## src/hdl/dlr_pkg.sv

```systemverilog
`timescale 1ns / 1ps
`default_nettype none

package dlr_pkg;

  localparam int CFG_IDX_W   = 2;
  localparam int CFG_DATA_W  = 32;
  localparam int DIM_W       = 13;
  localparam int COLOR_W     = 32;
  localparam int COORD_IN_W  = 16;
  localparam int POS_W       = 17;
  localparam int PIX_COORD_W = 18;
  localparam int ADDR_W      = 24;
  localparam int PROD_W      = 2 * DIM_W;

  localparam logic [CFG_IDX_W-1:0] CFG_IDX_WIDTH  = 2'd0;
  localparam logic [CFG_IDX_W-1:0] CFG_IDX_HEIGHT = 2'd1;
  localparam logic [CFG_IDX_W-1:0] CFG_IDX_COLOR  = 2'd2;

  localparam logic [DIM_W-1:0]   WIDTH_RESET  = 13'd1024;
  localparam logic [DIM_W-1:0]   HEIGHT_RESET = 13'd768;
  localparam logic [COLOR_W-1:0] COLOR_RESET  = 32'h00FF_FFFF;

  localparam logic OPC_LOAD = 1'b0;
  localparam logic OPC_STEP = 1'b1;

  typedef enum logic [2:0] {
    ST_IDLE,
    ST_DELTA,
    ST_SETUP,
    ST_DIV,
    ST_STEP,
    ST_EMIT
  } dlr_state_t;

  typedef struct packed {
    logic signed [PIX_COORD_W-1:0] x;
    logic signed [PIX_COORD_W-1:0] y;
    logic                          last;
  } dlr_pix_req_t;

endpackage

`default_nettype wire

```

## src/hdl/dlr_div.sv

```systemverilog
`timescale 1ns / 1ps
`default_nettype none

module dlr_div #(
  parameter int NUM_W = 32,
  parameter int DEN_W = 16
) (
  input  wire logic             clk,
  input  wire logic             rst_n,
  input  wire logic             start,
  input  wire logic [NUM_W-1:0] num,
  input  wire logic [DEN_W-1:0] den,
  output logic                  done,
  output logic      [NUM_W-1:0] quotient
);

  localparam int CNT_W = $clog2(NUM_W + 1);

  logic [DEN_W-1:0] rem_r,  rem_nxt;
  logic [NUM_W-1:0] quo_r,  quo_nxt;
  logic [DEN_W-1:0] den_r;
  logic [CNT_W-1:0] cnt_r,  cnt_nxt;
  logic             busy_r, busy_nxt;
  logic             done_r, done_nxt;

  logic [DEN_W:0]   shifted;
  logic [DEN_W+1:0] diff;
  logic             fits;

  always_comb begin
    shifted  = {rem_r, quo_r[NUM_W-1]};
    diff     = {1'b0, shifted} - {2'b00, den_r};
    fits     = ~diff[DEN_W+1];
    rem_nxt  = rem_r;
    quo_nxt  = quo_r;
    cnt_nxt  = cnt_r;
    busy_nxt = busy_r;
    done_nxt = 1'b0;
    if (start) begin
      rem_nxt  = '0;
      quo_nxt  = num;
      cnt_nxt  = CNT_W'(NUM_W);
      busy_nxt = 1'b1;
    end else if (busy_r) begin
      rem_nxt = fits ? diff[DEN_W-1:0] : shifted[DEN_W-1:0];
      quo_nxt = {quo_r[NUM_W-2:0], fits};
      cnt_nxt = cnt_r - 1'b1;
      if (cnt_r == CNT_W'(1)) begin
        busy_nxt = 1'b0;
        done_nxt = 1'b1;
      end
    end
  end

  always_ff @(posedge clk) begin
    if (!rst_n) begin
      busy_r <= 1'b0;
      done_r <= 1'b0;
      cnt_r  <= '0;
    end else begin
      busy_r <= busy_nxt;
      done_r <= done_nxt;
      cnt_r  <= cnt_nxt;
    end
    rem_r <= rem_nxt;
    quo_r <= quo_nxt;
    if (start) begin
      den_r <= den;
    end
  end

  assign done     = done_r;
  assign quotient = quo_r;

endmodule

`default_nettype wire

```

## src/hdl/dlr_pixel.sv

```systemverilog
`timescale 1ns / 1ps
`default_nettype none

module dlr_pixel (
  input  wire logic                         clk,
  input  wire logic                         rst_n,
  input  wire logic [dlr_pkg::DIM_W-1:0]    window_width,
  input  wire logic [dlr_pkg::DIM_W-1:0]    window_height,
  input  wire logic [dlr_pkg::COLOR_W-1:0]  draw_color,
  input  wire logic                         start,
  input  wire dlr_pkg::dlr_pix_req_t        req,
  output logic                              ready,
  output logic                              out_valid,
  input  wire logic                         out_stall,
  output logic [dlr_pkg::ADDR_W-1:0]        out_pixel_address,
  output logic [dlr_pkg::COLOR_W-1:0]       out_pixel_color,
  output logic                              out_write_valid,
  output logic                              out_last_pixel
);

  import dlr_pkg::*;

  logic               a_v_r;
  logic               a_in_win_r;
  logic [PROD_W-1:0]  a_prod_r;
  logic [DIM_W-1:0]   a_x_r;
  logic               a_last_r;
  logic [COLOR_W-1:0] a_color_r;

  logic               out_valid_r;
  logic [ADDR_W-1:0]  addr_r;
  logic [COLOR_W-1:0] color_r;
  logic               wvalid_r;
  logic               last_r;

  logic               in_win;
  logic               advance;
  logic [PROD_W-1:0]  addr_sum;

  always_comb begin
    in_win = ~req.x[PIX_COORD_W-1]
           && (req.x[PIX_COORD_W-2:0] < (PIX_COORD_W-1)'(window_width))
           && ~req.y[PIX_COORD_W-1]
           && (req.y[PIX_COORD_W-2:0] < (PIX_COORD_W-1)'(window_height));
    advance  = a_v_r && (!out_valid_r || !out_stall);
    addr_sum = a_prod_r + PROD_W'(a_x_r);
  end

  always_ff @(posedge clk) begin
    if (!rst_n) begin
      a_v_r       <= 1'b0;
      out_valid_r <= 1'b0;
    end else begin
      if (start) begin
        a_v_r <= 1'b1;
      end else if (advance) begin
        a_v_r <= 1'b0;
      end
      if (advance) begin
        out_valid_r <= 1'b1;
      end else if (!out_stall) begin
        out_valid_r <= 1'b0;
      end
    end
    if (start) begin
      a_in_win_r <= in_win;
      a_prod_r   <= req.y[DIM_W-1:0] * window_width;
      a_x_r      <= req.x[DIM_W-1:0];
      a_last_r   <= req.last;
      a_color_r  <= draw_color;
    end
    if (advance) begin
      addr_r   <= a_in_win_r ? addr_sum[ADDR_W-1:0] : '0;
      color_r  <= a_color_r;
      wvalid_r <= a_in_win_r;
      last_r   <= a_last_r;
    end
  end

  assign ready             = ~a_v_r;
  assign out_valid         = out_valid_r;
  assign out_pixel_address = addr_r;
  assign out_pixel_color   = color_r;
  assign out_write_valid   = wvalid_r;
  assign out_last_pixel    = last_r;

endmodule

`default_nettype wire

```

## src/hdl/dda_line_rasterizer_unit.sv

```systemverilog
`timescale 1ns / 1ps
`default_nettype none

// DDA line rasterizer. An item with opcode 0 loads a line from its two endpoints, and each
// item with opcode 1 then yields one pixel (linear address, color, in-window flag, last flag)
// until the line ends at its end point or at the window edge on the major axis. A load holds
// the input while the restoring divider forms the slope one quotient bit per cycle; a
// single-point line skips the divider. A step holds the input until its pixel, if any, is
// passed to the pixel stage, which holds the row multiply; from there the pixel goes to the
// output register. The output register lets the next item be accepted while a pixel still
// waits to be taken. Window sizes take the low DIM_W bits of the written data, and values
// above MAX_DIM saturate to MAX_DIM.
module dda_line_rasterizer_unit #(
  parameter int MAX_DIM   = 4096,
  parameter int FRAC_BITS = 16
) (
  input  wire logic                                 clk,
  input  wire logic                                 rst_n,
  input  wire logic                                 cfg_we,
  input  wire logic [dlr_pkg::CFG_IDX_W-1:0]        cfg_index,
  input  wire logic [dlr_pkg::CFG_DATA_W-1:0]       cfg_wdata,
  input  wire logic                                 in_valid,
  output logic                                      in_stall,
  input  wire logic                                 in_opcode,
  input  wire logic signed [dlr_pkg::COORD_IN_W-1:0] in_start_x,
  input  wire logic signed [dlr_pkg::COORD_IN_W-1:0] in_start_y,
  input  wire logic signed [dlr_pkg::COORD_IN_W-1:0] in_end_x,
  input  wire logic signed [dlr_pkg::COORD_IN_W-1:0] in_end_y,
  output logic                                      out_valid,
  input  wire logic                                 out_stall,
  output logic [dlr_pkg::ADDR_W-1:0]                out_pixel_address,
  output logic [dlr_pkg::COLOR_W-1:0]               out_pixel_color,
  output logic                                      out_write_valid,
  output logic                                      out_last_pixel
);

  import dlr_pkg::*;

  localparam int MAG_W   = COORD_IN_W;
  localparam int NUM_W   = MAG_W + FRAC_BITS;
  localparam int SLOPE_W = NUM_W + 1;
  localparam int ACC_W   = PIX_COORD_W + FRAC_BITS;
  localparam logic [DIM_W-1:0] DIM_CAP =
    (MAX_DIM < (2 ** DIM_W)) ? DIM_W'(MAX_DIM) : {DIM_W{1'b1}};

  dlr_state_t state_r, state_nxt;

  logic [DIM_W-1:0]   width_r;
  logic [DIM_W-1:0]   height_r;
  logic [COLOR_W-1:0] color_r;
  logic [DIM_W-1:0]   cfg_dim;

  logic signed [COORD_IN_W-1:0] sx_r, sy_r, ex_r, ey_r;
  logic signed [POS_W-1:0]      dx_r, dy_r;

  logic signed [POS_W-1:0]   pos_r;
  logic signed [POS_W-1:0]   end_r;
  logic signed [ACC_W-1:0]   acc_r;
  logic signed [SLOPE_W-1:0] slope_r;
  logic                      x_major_r;
  logic                      active_r;
  logic                      single_r;
  logic                      neg_r;
  dlr_pix_req_t              req_r;

  logic                 accept;
  logic                 div_start;
  logic                 div_done;
  logic [NUM_W-1:0]     div_quo;
  logic                 pix_start;
  logic                 pix_ready;

  logic [POS_W-1:0]            adx, ady, dmaj, dmin;
  logic                        su_xm, su_single, su_swap, su_neg;
  logic signed [COORD_IN_W-1:0] su_ms, su_me, su_ns;
  logic [NUM_W-1:0]            su_num;

  logic signed [POS_W-1:0]       dim_s, limit;
  logic                          st_over, st_last;
  logic [ACC_W-1:0]              acc_biased;
  logic signed [PIX_COORD_W-1:0] minor, pos_ext;

  assign accept = in_valid && !in_stall;

  always_comb begin
    cfg_dim = cfg_wdata[DIM_W-1:0];
    if (cfg_dim > DIM_CAP) begin
      cfg_dim = DIM_CAP;
    end
  end

  always_ff @(posedge clk) begin
    if (!rst_n) begin
      width_r  <= WIDTH_RESET;
      height_r <= HEIGHT_RESET;
      color_r  <= COLOR_RESET;
    end else if (cfg_we) begin
      if (cfg_index == CFG_IDX_WIDTH) begin
        width_r <= cfg_dim;
      end
      if (cfg_index == CFG_IDX_HEIGHT) begin
        height_r <= cfg_dim;
      end
      if (cfg_index == CFG_IDX_COLOR) begin
        color_r <= cfg_wdata[COLOR_W-1:0];
      end
    end
  end

  always_comb begin
    adx       = dx_r[POS_W-1] ? POS_W'(-dx_r) : POS_W'(dx_r);
    ady       = dy_r[POS_W-1] ? POS_W'(-dy_r) : POS_W'(dy_r);
    su_single = (dx_r == '0) && (dy_r == '0);
    su_xm     = ((dx_r != '0) && (adx >= ady)) || (dy_r == '0);
    su_swap   = su_xm ? dx_r[POS_W-1] : dy_r[POS_W-1];
    su_neg    = su_swap ^ (su_xm ? dy_r[POS_W-1] : dx_r[POS_W-1]);
    dmaj      = su_xm ? adx : ady;
    dmin      = su_xm ? ady : adx;
    su_ms     = su_xm ? (su_swap ? ex_r : sx_r) : (su_swap ? ey_r : sy_r);
    su_me     = su_xm ? (su_swap ? sx_r : ex_r) : (su_swap ? sy_r : ey_r);
    su_ns     = su_xm ? (su_swap ? ey_r : sy_r) : (su_swap ? ex_r : sx_r);
    su_num    = {dmin[MAG_W-1:0], {FRAC_BITS{1'b0}}};
  end

  always_comb begin
    dim_s      = $signed(POS_W'(x_major_r ? width_r : height_r));
    limit      = (!single_r && (dim_s < end_r)) ? dim_s : end_r;
    st_over    = pos_r > limit;
    st_last    = pos_r >= limit;
    acc_biased = acc_r + (acc_r[ACC_W-1] ? ACC_W'({FRAC_BITS{1'b1}}) : ACC_W'(0));
    minor      = $signed(acc_biased[ACC_W-1:FRAC_BITS]);
    pos_ext    = PIX_COORD_W'(pos_r);
  end

  always_comb begin
    state_nxt = state_r;
    unique case (state_r)
      ST_IDLE: begin
        if (accept && in_opcode == OPC_LOAD) begin
          state_nxt = ST_DELTA;
        end else if (accept && active_r) begin
          state_nxt = ST_STEP;
        end
      end
      ST_DELTA: state_nxt = ST_SETUP;
      ST_SETUP: state_nxt = su_single ? ST_IDLE : ST_DIV;
      ST_DIV: begin
        if (div_done) begin
          state_nxt = ST_IDLE;
        end
      end
      ST_STEP: state_nxt = st_over ? ST_IDLE : ST_EMIT;
      ST_EMIT: begin
        if (pix_ready) begin
          state_nxt = ST_IDLE;
        end
      end
      default: state_nxt = ST_IDLE;
    endcase
  end

  always_comb begin
    in_stall  = 1'b1;
    div_start = 1'b0;
    pix_start = 1'b0;
    unique case (state_r)
      ST_IDLE:  in_stall  = 1'b0;
      ST_SETUP: div_start = !su_single;
      ST_EMIT:  pix_start = pix_ready;
      default:  in_stall  = 1'b1;
    endcase
  end

  always_ff @(posedge clk) begin
    if (!rst_n) begin
      state_r  <= ST_IDLE;
      active_r <= 1'b0;
    end else begin
      state_r <= state_nxt;
      if (state_r == ST_SETUP) begin
        active_r <= 1'b1;
      end else if (state_r == ST_STEP && (st_over || st_last)) begin
        active_r <= 1'b0;
      end
    end

    if (state_r == ST_IDLE && accept && in_opcode == OPC_LOAD) begin
      sx_r <= in_start_x;
      sy_r <= in_start_y;
      ex_r <= in_end_x;
      ey_r <= in_end_y;
    end
    if (state_r == ST_DELTA) begin
      dx_r <= POS_W'(ex_r) - POS_W'(sx_r);
      dy_r <= POS_W'(ey_r) - POS_W'(sy_r);
    end
    if (state_r == ST_SETUP) begin
      x_major_r <= su_xm;
      single_r  <= su_single;
      neg_r     <= su_neg;
      pos_r     <= POS_W'(su_ms);
      end_r     <= POS_W'(su_me);
      acc_r     <= ACC_W'(su_ns) <<< FRAC_BITS;
      slope_r   <= '0;
    end
    if (state_r == ST_DIV && div_done) begin
      slope_r <= neg_r ? -$signed({1'b0, div_quo}) : $signed({1'b0, div_quo});
    end
    if (state_r == ST_STEP && !st_over) begin
      pos_r      <= pos_r + POS_W'(1);
      acc_r      <= acc_r + ACC_W'(slope_r);
      req_r.x    <= x_major_r ? pos_ext : minor;
      req_r.y    <= x_major_r ? minor : pos_ext;
      req_r.last <= st_last;
    end
  end

  dlr_div #(
    .NUM_W (NUM_W),
    .DEN_W (MAG_W)
  ) u_div (
    .clk      (clk),
    .rst_n    (rst_n),
    .start    (div_start),
    .num      (su_num),
    .den      (dmaj[MAG_W-1:0]),
    .done     (div_done),
    .quotient (div_quo)
  );

  dlr_pixel u_pixel (
    .clk               (clk),
    .rst_n             (rst_n),
    .window_width      (width_r),
    .window_height     (height_r),
    .draw_color        (color_r),
    .start             (pix_start),
    .req               (req_r),
    .ready             (pix_ready),
    .out_valid         (out_valid),
    .out_stall         (out_stall),
    .out_pixel_address (out_pixel_address),
    .out_pixel_color   (out_pixel_color),
    .out_write_valid   (out_write_valid),
    .out_last_pixel    (out_last_pixel)
  );

endmodule

`default_nettype wire

```

## config.mk

```make
export PLATFORM = sky130hd
export DESIGN_NAME = dda_line_rasterizer_unit
export DESIGN_NICKNAME = d
export VERILOG_FILES = /design/src/hdl/dlr_pkg.sv /design/src/hdl/dlr_div.sv /design/src/hdl/dlr_pixel.sv /design/src/hdl/dda_line_rasterizer_unit.sv
export SDC_FILE = /design/constraint.sdc
export NUM_CORES = 1
export LEC_CHECK = 0
export BUFFER_PORTS_ARGS = -buffer_cell sky130_fd_sc_hd__buf_2
export CAP_MARGIN = 20
export CORE_MARGIN = 2
export CORE_UTILIZATION = 40
export CTS_CLUSTER_DIAMETER = 30
export DETAILED_ROUTE_END_ITERATION = 10
export SLEW_MARGIN = 10
export SYNTH_ARGS = -nofsm -noshare
export SYNTH_HDL_FRONTEND = slang
export SYNTH_HIERARCHICAL = 1
export SYNTH_SLANG_ARGS = --single-unit
```

## constraint.sdc

```tcl
create_clock -name clk -period 11.6 [get_ports clk]
set_clock_uncertainty 0.1 [all_clocks]
set_input_delay 1.74 -clock clk [delete_from_list [all_inputs] [get_ports clk]]
set_output_delay 1.74 -clock clk [all_outputs]
set_load 0.005 [all_outputs]
```

== After elaboration in Yosys (flattened, before gate mapping) ==
Cells that the tools add are included.

* Add/sub/neg operators: 11
* Multiply operators: 1
* $lt $le $gt $ge: 7
* Equality and inequality tests: 12
* Mux-type cells: 51
* Bitwise gates (word level): 8
* Reductions and logical operators: 39

{| class="wikitable"
|+ Operator list
! kind !! number
|-
| $mux W16 || 11
|-
| $mux W33 || 3
|-
| $mux W17 || 5
|-
| $mux W34 || 2
|-
| $mux W32 || 2
|-
| $mux W18 || 2
|-
| $add A34 B16 Y34 || 1
|-
| $add A34 B33 Y34 || 1
|-
| $ge A17 B17 Y1 || 2
|-
| $logic_not A17 Y1 || 2
|-
| $lt A17 B13 Y1 || 2
|-
| $neg A17 Y17 || 2
|-
| $sub A16 B16 Y17 || 2
|-
| $neg A32 Y33 || 1
|-
| $mux W13 || 2
|-
| $add A24 B13 Y24 || 1
|-
| $mul A13 B13 Y24 || 1
|-
| $pmux W3 S6 || 1
|-
| $sub A17 B16 Y18 || 1
|-
| $add A17 B2 Y17 const B || 1
|-
| $gt A17 B17 Y1 || 1
|-
| $reduce_bool A17 Y1 || 1
|-
| $lt A14 B16 Y1 || 1
|-
| $logic_and A1 B1 Y1 || 15
|-
| other kinds (26) || 66
|}

* Register bits after elaboration: 503
* Input port bits: 104
* Output and inout bits: 60
* Word-level logic and storage cells: 169

== Logic depth before layout (Yosys ltp) ==
Gate-level depths: netlist of run 1.

* Depth after elaboration: 10
* Mapped depth: 23
* Gate-level depth less buffers: 20

== Hierarchy ==
The synthesis of run 1 kept the hierarchy.

{| class="wikitable"
|+ By module, submodules not included
! module !! times used !! cells each !! area each (µm²) !! sequential area each (µm²)
|-
| dda_line_rasterizer_unit || 1 || 1,938 || 19,087.1 || 8,388.0
|-
| dlr_pixel || 1 || 987 || 10,860.4 || 3,913.8
|-
| dlr_div || 1 || 332 || 3,761.1 || 1,921.8
|}

== Worst setup path before layout of run 1 ==
Ideal clock, no wire load.

* Path type: input -> register
* Start: in in_opcode
* End: reg ex_r[0], enable pin
* Setup time: 0.580 ns
* Data arrival time: 6.447 ns
* Data required time: 10.920 ns
* Slack: 4.472 ns
* Stages on the path: 1
* Buffers on the path: 0
* Cells stage by stage: nor3b_1

* Word-level cells in the longest chain between the ends: 2

{| class="wikitable"
|+ Ends and longest elaborated chain
! what !! RTL line !! source
|-
| start, declared || dda_line_rasterizer_unit.sv:24 || <nowiki>input wire logic in_opcode,</nowiki>
|-
| $not A1 Y1 || dda_line_rasterizer_unit.sv:187 || <nowiki>if (state_r == ST_IDLE && accept && in_opcode == OPC_LOAD) begin</nowiki>
|-
| $logic_and A1 B1 Y1 || dda_line_rasterizer_unit.sv:187 ||
|-
| end signal, assigned || dda_line_rasterizer_unit.sv:190 || <nowiki>ex_r <= in_end_x;</nowiki>
|-
| end, declared || dda_line_rasterizer_unit.sv:53 || <nowiki>logic signed [COORD_IN_W-1:0] sx_r, sy_r, ex_r, ey_r;</nowiki>
|}

No other way between the ends.
A chain may end at the register's enable or synchronous reset.

== Final worst setup path of run 1 ==
* Start: reg x_major_r
* End: reg acc_r[31], data pin

* Word-level cells in the longest chain between the ends: 8

{| class="wikitable"
|+ Ends and longest elaborated chain
! what !! RTL line !! source
|-
| start, declared || dda_line_rasterizer_unit.sv:60 || <nowiki>logic x_major_r;</nowiki>
|-
| start signal, assigned || dda_line_rasterizer_unit.sv:198 || <nowiki>x_major_r <= su_xm;</nowiki>
|-
| $mux W13 * || dda_line_rasterizer_unit.sv:126 || <nowiki>dim_s = $signed(POS_W'(x_major_r ? width_r : height_r));</nowiki>
|-
| $lt A14 B16 Y1 || dda_line_rasterizer_unit.sv:127 || <nowiki>limit = (!single_r && (dim_s < end_r)) ? dim_s : end_r;</nowiki>
|-
| $logic_and A1 B1 Y1 || dda_line_rasterizer_unit.sv:127 ||
|-
| $mux W17 * || dda_line_rasterizer_unit.sv:127 ||
|-
| $gt A17 B17 Y1 * || dda_line_rasterizer_unit.sv:128 || <nowiki>st_over = pos_r > limit;</nowiki>
|-
| $logic_not A1 Y1 * || dda_line_rasterizer_unit.sv:209 || <nowiki>if (state_r == ST_STEP && !st_over) begin</nowiki>
|-
| $logic_and A1 B1 Y1 * || dda_line_rasterizer_unit.sv:209 ||
|-
| $mux W34 * || dda_line_rasterizer_unit.sv:209 ||
|-
| end signal, assigned || dda_line_rasterizer_unit.sv:203 || <nowiki>acc_r <= ACC_W'(su_ns) <<< FRAC_BITS;</nowiki>
|-
| end signal, assigned || dda_line_rasterizer_unit.sv:211 || <nowiki>acc_r <= acc_r + ACC_W'(slope_r);</nowiki>
|-
| end, declared || dda_line_rasterizer_unit.sv:58 || <nowiki>logic signed [ACC_W-1:0] acc_r;</nowiki>
|}

Every way passes the cells marked *; elsewhere a longest branch is shown, timed or not.

==> results by group, run 1 <==
Synthesis
  – Post-synth EDFFs: 415
  – Synthesized instance count: 3257
  – Top post-synthesis cells by area: edfxtp_1 37%, ha_1 9.2%, fa_1 7.4%
  – Yosys cell types: 99
  – Syn Std Cell Area: 33700 sq um
  – Post-synth ARST share: 0%
  – Sequential area share after synthesis: 42.2%
  – Yosys warning count: 6
  – FF+latch count, synth: 503
  – Syn avg cell area: 10.3 sq um
  – Synth top area share: 37.0%
  – Yosys top cell by area: edfxtp_1
  – Ys flop type: edfxtp_1

Die
  – Die Height: 294 um
  – DIE AREA: 86600 sq um
  – IO Pins: 164
  – Rows: 106
  – Die Wd: 294 um
  – Starting Density: 40.3%
  – Core box area: 83600 sq um

Worst setup path
  – Setup crit end kind: register
  – Max stage delay on crit path: 1.02 ns
  – Critical Path Fanout Max: 77
  – Critical Path Start: x_major_r
  – CP Cell Sequence: buf_4 -> mux2_2 -> ha_1 -> a21boi_0 -> o21a_1 -> o21ai_1 -> a21oi_1 -> o41a_1 -> a2111oi_4 -> mux2i_1 -> ha_1 -> nand4_1 -> or2_2 -> or4_1 -> a21oi_1 -> nor2_4 -> buf_4 -> inv_2 -> buf_4 -> o311ai_1 -> a22oi_1 -> o211ai_1
  – Crit-path most repeated cell: buf_4
  – Critical Path AT: 8.36 ns
  – Buf/Inv on CP: 4
  – Crit path kind: reg2reg
  – CP required: 11.93 ns
  – Startpoint Class: register
  – CP top delay family: compound AO/OA/AOI/OAI gates
  – Slowest stage cell on the critical path: a2111oi_4
  – Critical R2R Launch: x_major_r

CTS
  – Post-CTS Resized: 0
  – Setup Buffers After CTS: 0
  – Clock sink count: 503
  – Clock insertion delay at the later pin of the skew report: 0.71 ns
  – Clk buf depth: 3
  – CTS tree: done
  – Post-CTS Hold Fix Bufs: 0
  – Cts bufs inserted: 115
  – Max H-tree Level: 3
  – Worst-path clk slew: 0.05 ns
  – Cell chosen for the clock root: clkbuf_16

Detailed routing
  – DR vias: 24.5k
  – Final WL: 86.6 mm
  – DRT Pass-1 Iters: 6
  – Antenna-violating nets left: 0
  – DRT iter0 DRCs: 1662
  – DR WL/cell: 18.7 um
  – Vias/cell: 5.28
  – DRC Markers: 0

Layout
  – Util after Layout: 47.6%
  – Synthesis-to-finish area growth: 18.0%
  – Ant diodes: 0
  – Layout Nets: 3933
  – Share of cells above drive strength 1: 14.0%
  – Most frequent cells in the layout: 415 x edfxtp_1, 342 x inv_1, 323 x nand2_1
  – Commonest non-fill, non-tap cell in the layout: edfxtp_1

Timing
  – Pins Over Slew Limit: 0
  – Min Clock Period, post-route: 8.03 ns
  – Final number of setup-violating endpoints: 0
  – Max Clk Rate: 125 MHz
  – Worst hold slack: 0.314 ns
  – Hold Vio Cnt, Final: 0
  – TNS Setup: 0 ns
  – Worst Tran Pin Value: 1.10 ns
  – RSZ-0062 raised after global routing: no
  – Ratio of final minimum period to clock period: 69.2%
  – Worst slew margin: 26.8%

Power and ir drop
  – Tot Pwr: 7040 uW
  – PwrDens: 177 nW/um^2
  – VDD IR max: 0.132 mV
  – Static leakage: 0.0165 uW

Min path
  – Min-Delay Startpoint: u_pixel/a_color_r[11]
  – Worst Hold Class: reg2reg

Global routing
  – Remaining global-route overflow: 0
  – Vias in the first global route: 24.1k
  – Antenna violations before repair: 3
  – Largest net degree at the start of global routing: 78
  – GRT Overall Usage: 20.0%
  – Global-route wire length before repair: 135 mm

Placement
  – Port Buf Inserts: 163
  – RePlAce Congestion: 0.897
  – Hpwl dp: 64.7 mm

Run
  – Number of max-cap violations: 0

Outcome
  – Outcome: completed
[metrics by stage]
stage	instances	instance area, sq um	setup WS [ns]
global placement	4419	35700	3.70
global route	4639	39800	3.03
detailed placement	4420	35700	3.57
floorplan	3272	33800	4.47
CTS	4639	39800	3.53
finish	4639	39800	3.57
[synthesized netlist by cell type, types with 16 or more instances]
library cell,number
nor3_1,36
clkbuf_1,95
a21boi_0,38
edfxtp_1,415
nand3_1,75
a31oi_1,18
nor2b_1,46
o31ai_1,24
a21o_1,48
buf_2,17
nand2_1,324
xor2_1,82
nor2_1,181
and3_1,22
o22ai_1,20
xnor2_1,96
and2_1,115
mux2_2,65
ha_1,247
nand2b_1,24
mux2i_1,104
o21a_1,25
nor4_1,19
nand4_1,26
inv_1,342
a211oi_1,37
fa_1,125
o211ai_1,23
o21ai_1,16
o21ai_0,105
or3_1,21
dfxtp_1,88
a21oi_1,159
[per-layer routing]
| layer | global-route usage [%] | up-vias | wire (um) |
|---|---|---|---|
| met5 | 0 | - | 14 |
| met4 | 8.59 | 2 | 3470 |
| met3 | 3.40 | 168 | 4410 |
| met2 | 32.5 | 660 | 40400 |
| met1 | 26.4 | 11744 | 38300 |
| li1 | - | 11913 | - |
[path summary, 6_finish.rpt]
kind | end | slack, ns | cells past startpoint
hold / removal | u_pixel/out_pixel_color[11] | 0.31 | 0
hold reg to reg | u_pixel/out_pixel_color[11] | 0.31 | 0
setup reg to reg | acc_r[31] | 3.57 | 22
setup / recovery | acc_r[31] | 3.57 | 22
[logic make-up after synthesis]
| logic type | count (synthesis) | share of synthesized area [%] |
|---|---|---|
| AND/OR/NAND/NOR | 953 | 13.9 |
| AO/OA/AOI/OAI | 620 | 12.1 |
| flip-flops | 503 | 42.2 |
| buffers and inverters | 461 | 5.32 |
| adder cells (fa/ha/maj) | 372 | 16.6 |
| XOR/XNOR | 178 | 4.62 |
| multiplexers | 169 | 5.26 |
| other | 1 | 0.0111 |
[report_power, final]
group	switching (uW)	internal, uW
clock network	1120	2240
registers	135	2140
logic	844	566
[sequential cells by signal, indices dropped and copies added (netlist names), 16 cells and up]
name,cells
ey_r,16
u_div/rem_r,16
dy_r,17
sx_r,16
end_r,16
ex_r,16
u_pixel/a_color_r,32
dx_r,17
color_r,32
u_pixel/out_pixel_color,32
slope_r,33
sy_r,16
u_div/quotient,32
u_div/den_r,16
acc_r,34
u_pixel/a_prod_r,24
req_r,37
u_pixel/out_pixel_address,24
pos_r,17
[area by class of cell]
class,instances,area (sq um)
Tap cell,1080,1350
Multi-Input combinational cell,2308,17800
Inverter,344,1300
Sequential cell,503,14200
Clock inverter,92,1140
Timing Repair Buffer,185,978
Clock buffer,127,2950
Fill cell,7764,43800
Power figures use the tool's default switching activity.
==> run 2: changes to the inputs <==
Clock period 11.6 ns to 7 ns, I/O delays scaled along.
==> results by group, run 2 (same netlist as run 1, synthesis figures left out) <==
Detailed routing
  – DRC Markers: 0 (unchanged)
  – Antenna-violating nets left: 0 (unchanged)
  – Final WL: 85.5 mm (-1.3%)
  – DRT iter0 DRCs: 1678 (+0.96%)
  – DRT Pass-1 Iters: 5 (-1)
  – DR vias: 24.4k (-0.38%)
  – Vias/cell: 5.24 (-0.79%)
  – DR WL/cell: 18.3 um (-1.7%)

Worst setup path
  – Crit path kind: reg2reg
  – Startpoint Class: register
  – Setup crit end kind: register
  – CP Cell Sequence: buf_12 -> mux2_2 -> ha_1 -> o21a_1 -> o21ai_1 -> a21oi_1 -> o41a_1 -> a2111oi_4 -> buf_4 -> mux2i_1 -> ha_1 -> nand4_1 -> or2_2 -> or4_1 -> a21oi_1 -> nor2_4 -> inv_2 -> nor2_1 -> a22o_1 -> a211oi_1
  – Slowest stage cell on the critical path: or4_1
  – CP required: 7.43 ns (-4.50 ns)
  – CP top delay family: compound AO/OA/AOI/OAI gates
  – Buf/Inv on CP: 3 (-1)
  – Critical Path AT: 6.75 ns (-1.61 ns)
  – Max stage delay on crit path: 0.54 ns (-0.48 ns)
  – Critical Path Fanout Max: 76 (-1.3%)

Layout
  – Max FFs per register: 37 (unchanged)
  – Biggest register: req_r
  – Layout Nets: 3950 (+0.43%)
  – Top flop regs: req_r x37, acc_r x34, slope_r x33
  – Synthesis-to-finish area growth: 18.6%
  – Most frequent cells in the layout: 415 x edfxtp_1, 342 x inv_1, 323 x nand2_1
  – Cell area after layout: 40000 sq um (+0.52%)
  – Filler cells: 7696 (-0.88%)
  – Share of cells above drive strength 1: 14.5% (+0.52 points)
  – Post-Layout Cell Count: 4658 (+0.41%)
  – Commonest non-fill, non-tap cell in the layout: edfxtp_1

Power and ir drop
  – PwrDens: 293 nW/um^2 (+65%)
  – Combinational share of power: 19.9% (about the same)
  – Static leakage: 0.0166 uW (+0.68%)
  – VDD IR max: 0.219 mV (+66%)
  – Net switching power: 3460 uW (+65%)
  – Share of power burned in registers: 32.2% (about the same)
  – Clock power frac: 47.9% (+0.2 points)
  – Sw frac: 29.6% (-0.19 points)
  – Internal cell power: 8230 uW (+66%)

Timing
  – Worst Tran Pin Value: 0.973 ns (-0.125 ns)
  – RSZ-0062 raised after global routing: no
  – Pins Over Slew Limit: 0 (unchanged)
  – Final number of setup-violating endpoints: 0 (unchanged)
  – Min Clock Period, post-route: 6.32 ns (-1.71 ns)
  – Max Clk Rate: 158 MHz (+27%)
  – TNS Setup: 0 ns (unchanged)
  – Worst slew margin: 34.3% (+7.5 points)
  – Hold Vio Cnt, Final: 0 (unchanged)
  – Ratio of final minimum period to clock period: 90.2% (+21 points)

Die
  – Starting Density: 40.3% (unchanged)
  – DIE AREA: 86600 sq um (unchanged)
  – Die Height: 294 um (unchanged)
  – Core box area: 83600 sq um (unchanged)
  – Rows: 106 (unchanged)
  – IO Pins: 164 (unchanged)
  – Die Wd: 294 um (unchanged)

CTS
  – Cell chosen for the clock root: clkbuf_16
  – Worst-path clk slew: 0.05 ns (about the same)
  – Setup Buffers After CTS: 0 (unchanged)
  – Clock insertion delay at the later pin of the skew report: 0.70 ns (about the same)
  – Clk buf depth: 3 (unchanged)
  – Post-CTS Resized: 0 (unchanged)
  – Max H-tree Level: 3 (unchanged)
  – Clock sink count: 503 (unchanged)
  – CTS tree: done
  – Post-CTS Hold Fix Bufs: 0 (unchanged)
  – Cts bufs inserted: 120 (+4.3%)

Placement
  – Hpwl dp: 64.1 mm (-0.93%)
  – Post-DP Area: 35800 sq um (+0.34%)
  – Port Buf Inserts: 163 (unchanged)
  – RePlAce Congestion: 0.866 (-3.4%)
  – Dpl cells: 4431 (+0.25%)

Global routing
  – Largest net degree at the start of global routing: 77 (-1.3%)
  – Antenna violations before repair: 0 (-3)
  – GRT Overall Usage: 19.8% (-0.22 points)
  – Global-route wire length before repair: 134 mm (-0.89%)
  – Remaining global-route overflow: 0 (unchanged)
  – Vias in the first global route: 23.9k (-0.89%)

Outcome
  – Outcome: completed

Min path
  – Worst Hold Class: reg2reg

Run
  – Number of max-cap violations: 0 (unchanged)
[run 2: power groups by stage]
stage	combinational [uW]	sequential, uW	clock, uW
3_5_place_dp	2300	3810	0
5_1_grt	2570	3780	5870
2_1_floorplan	1770	3710	0
4_1_cts	2320	3760	5700
6_report	2330	3760	5600
3_3_place_gp	2290	3810	0
[run 2: cell type report]
| type | count | area (sq um) | area share (%) |
|---|---|---|---|
| Antenna cell | 1 | 2.50 | 0.00626 |
| Timing Repair Buffer | 197 | 1110 | 2.77 |
| Tap cell | 1080 | 1350 | 3.38 |
| Clock inverter | 91 | 1090 | 2.72 |
| Sequential cell | 503 | 14200 | 35.6 |
| Clock buffer | 134 | 3090 | 7.72 |
| Multi-Input combinational cell | 2308 | 17800 | 44.6 |
| Inverter | 344 | 1300 | 3.24 |
[run 2: worst paths after layout]
check / slack [ns] / end / from / cells past startpoint
max: 0.68 / acc_r[30] / x_major_r / 20
min: 0.31 / u_pixel/out_pixel_color[12] / u_pixel/a_color_r[12] / 0
max reg2reg: 0.68 / acc_r[30] / x_major_r / 20
min reg2reg: 0.31 / u_pixel/out_pixel_color[12] / u_pixel/a_color_r[12] / 0
[run 2: worst register-to-register path, cell delays in order, from the launching register on]
cell and delay [ns]:
edfxtp_1 0.41, buf_12 0.29, mux2_2 0.42, ha_1 0.27, o21a_1 0.11, o21ai_1 0.13
a21oi_1 0.09, o41a_1 0.37, a2111oi_4 0.50, buf_4 0.29, mux2i_1 0.10, ha_1 0.32
nand4_1 0.09, or2_2 0.29, or4_1 0.54, a21oi_1 0.44, nor2_4 0.14, inv_2 0.51
nor2_1 0.28, a22o_1 0.27, a211oi_1 0.19
[run 2: metal layers]
metal | global-route usage (%) | vias to the layer above | share of wire, %
met5 | 0 | - | 0
met4 | 7.33 | 0 | 3.1
met3 | 2.97 | 150 | 4.7
met2 | 33.0 | 602 | 48
met1 | 26.0 | 11673 | 45
li1 | - | 11968 | -
[run 2: through the flow]
stage | util (%) | hold WS [ns] | setup slack, ns | power (uW)
2_1_floorplan | - | 0.300 | 0.103 | 5480
3_3_place_gp | 42.8 | 0.301 | 0.769 | 6090
3_5_place_dp | 42.8 | 0.305 | 0.675 | 6110
4_1_cts | 47.8 | 0.314 | 0.668 | 11800
5_1_grt | 47.8 | 0.322 | 0.274 | 12200
6_report | 47.8 | 0.311 | 0.685 | 11700
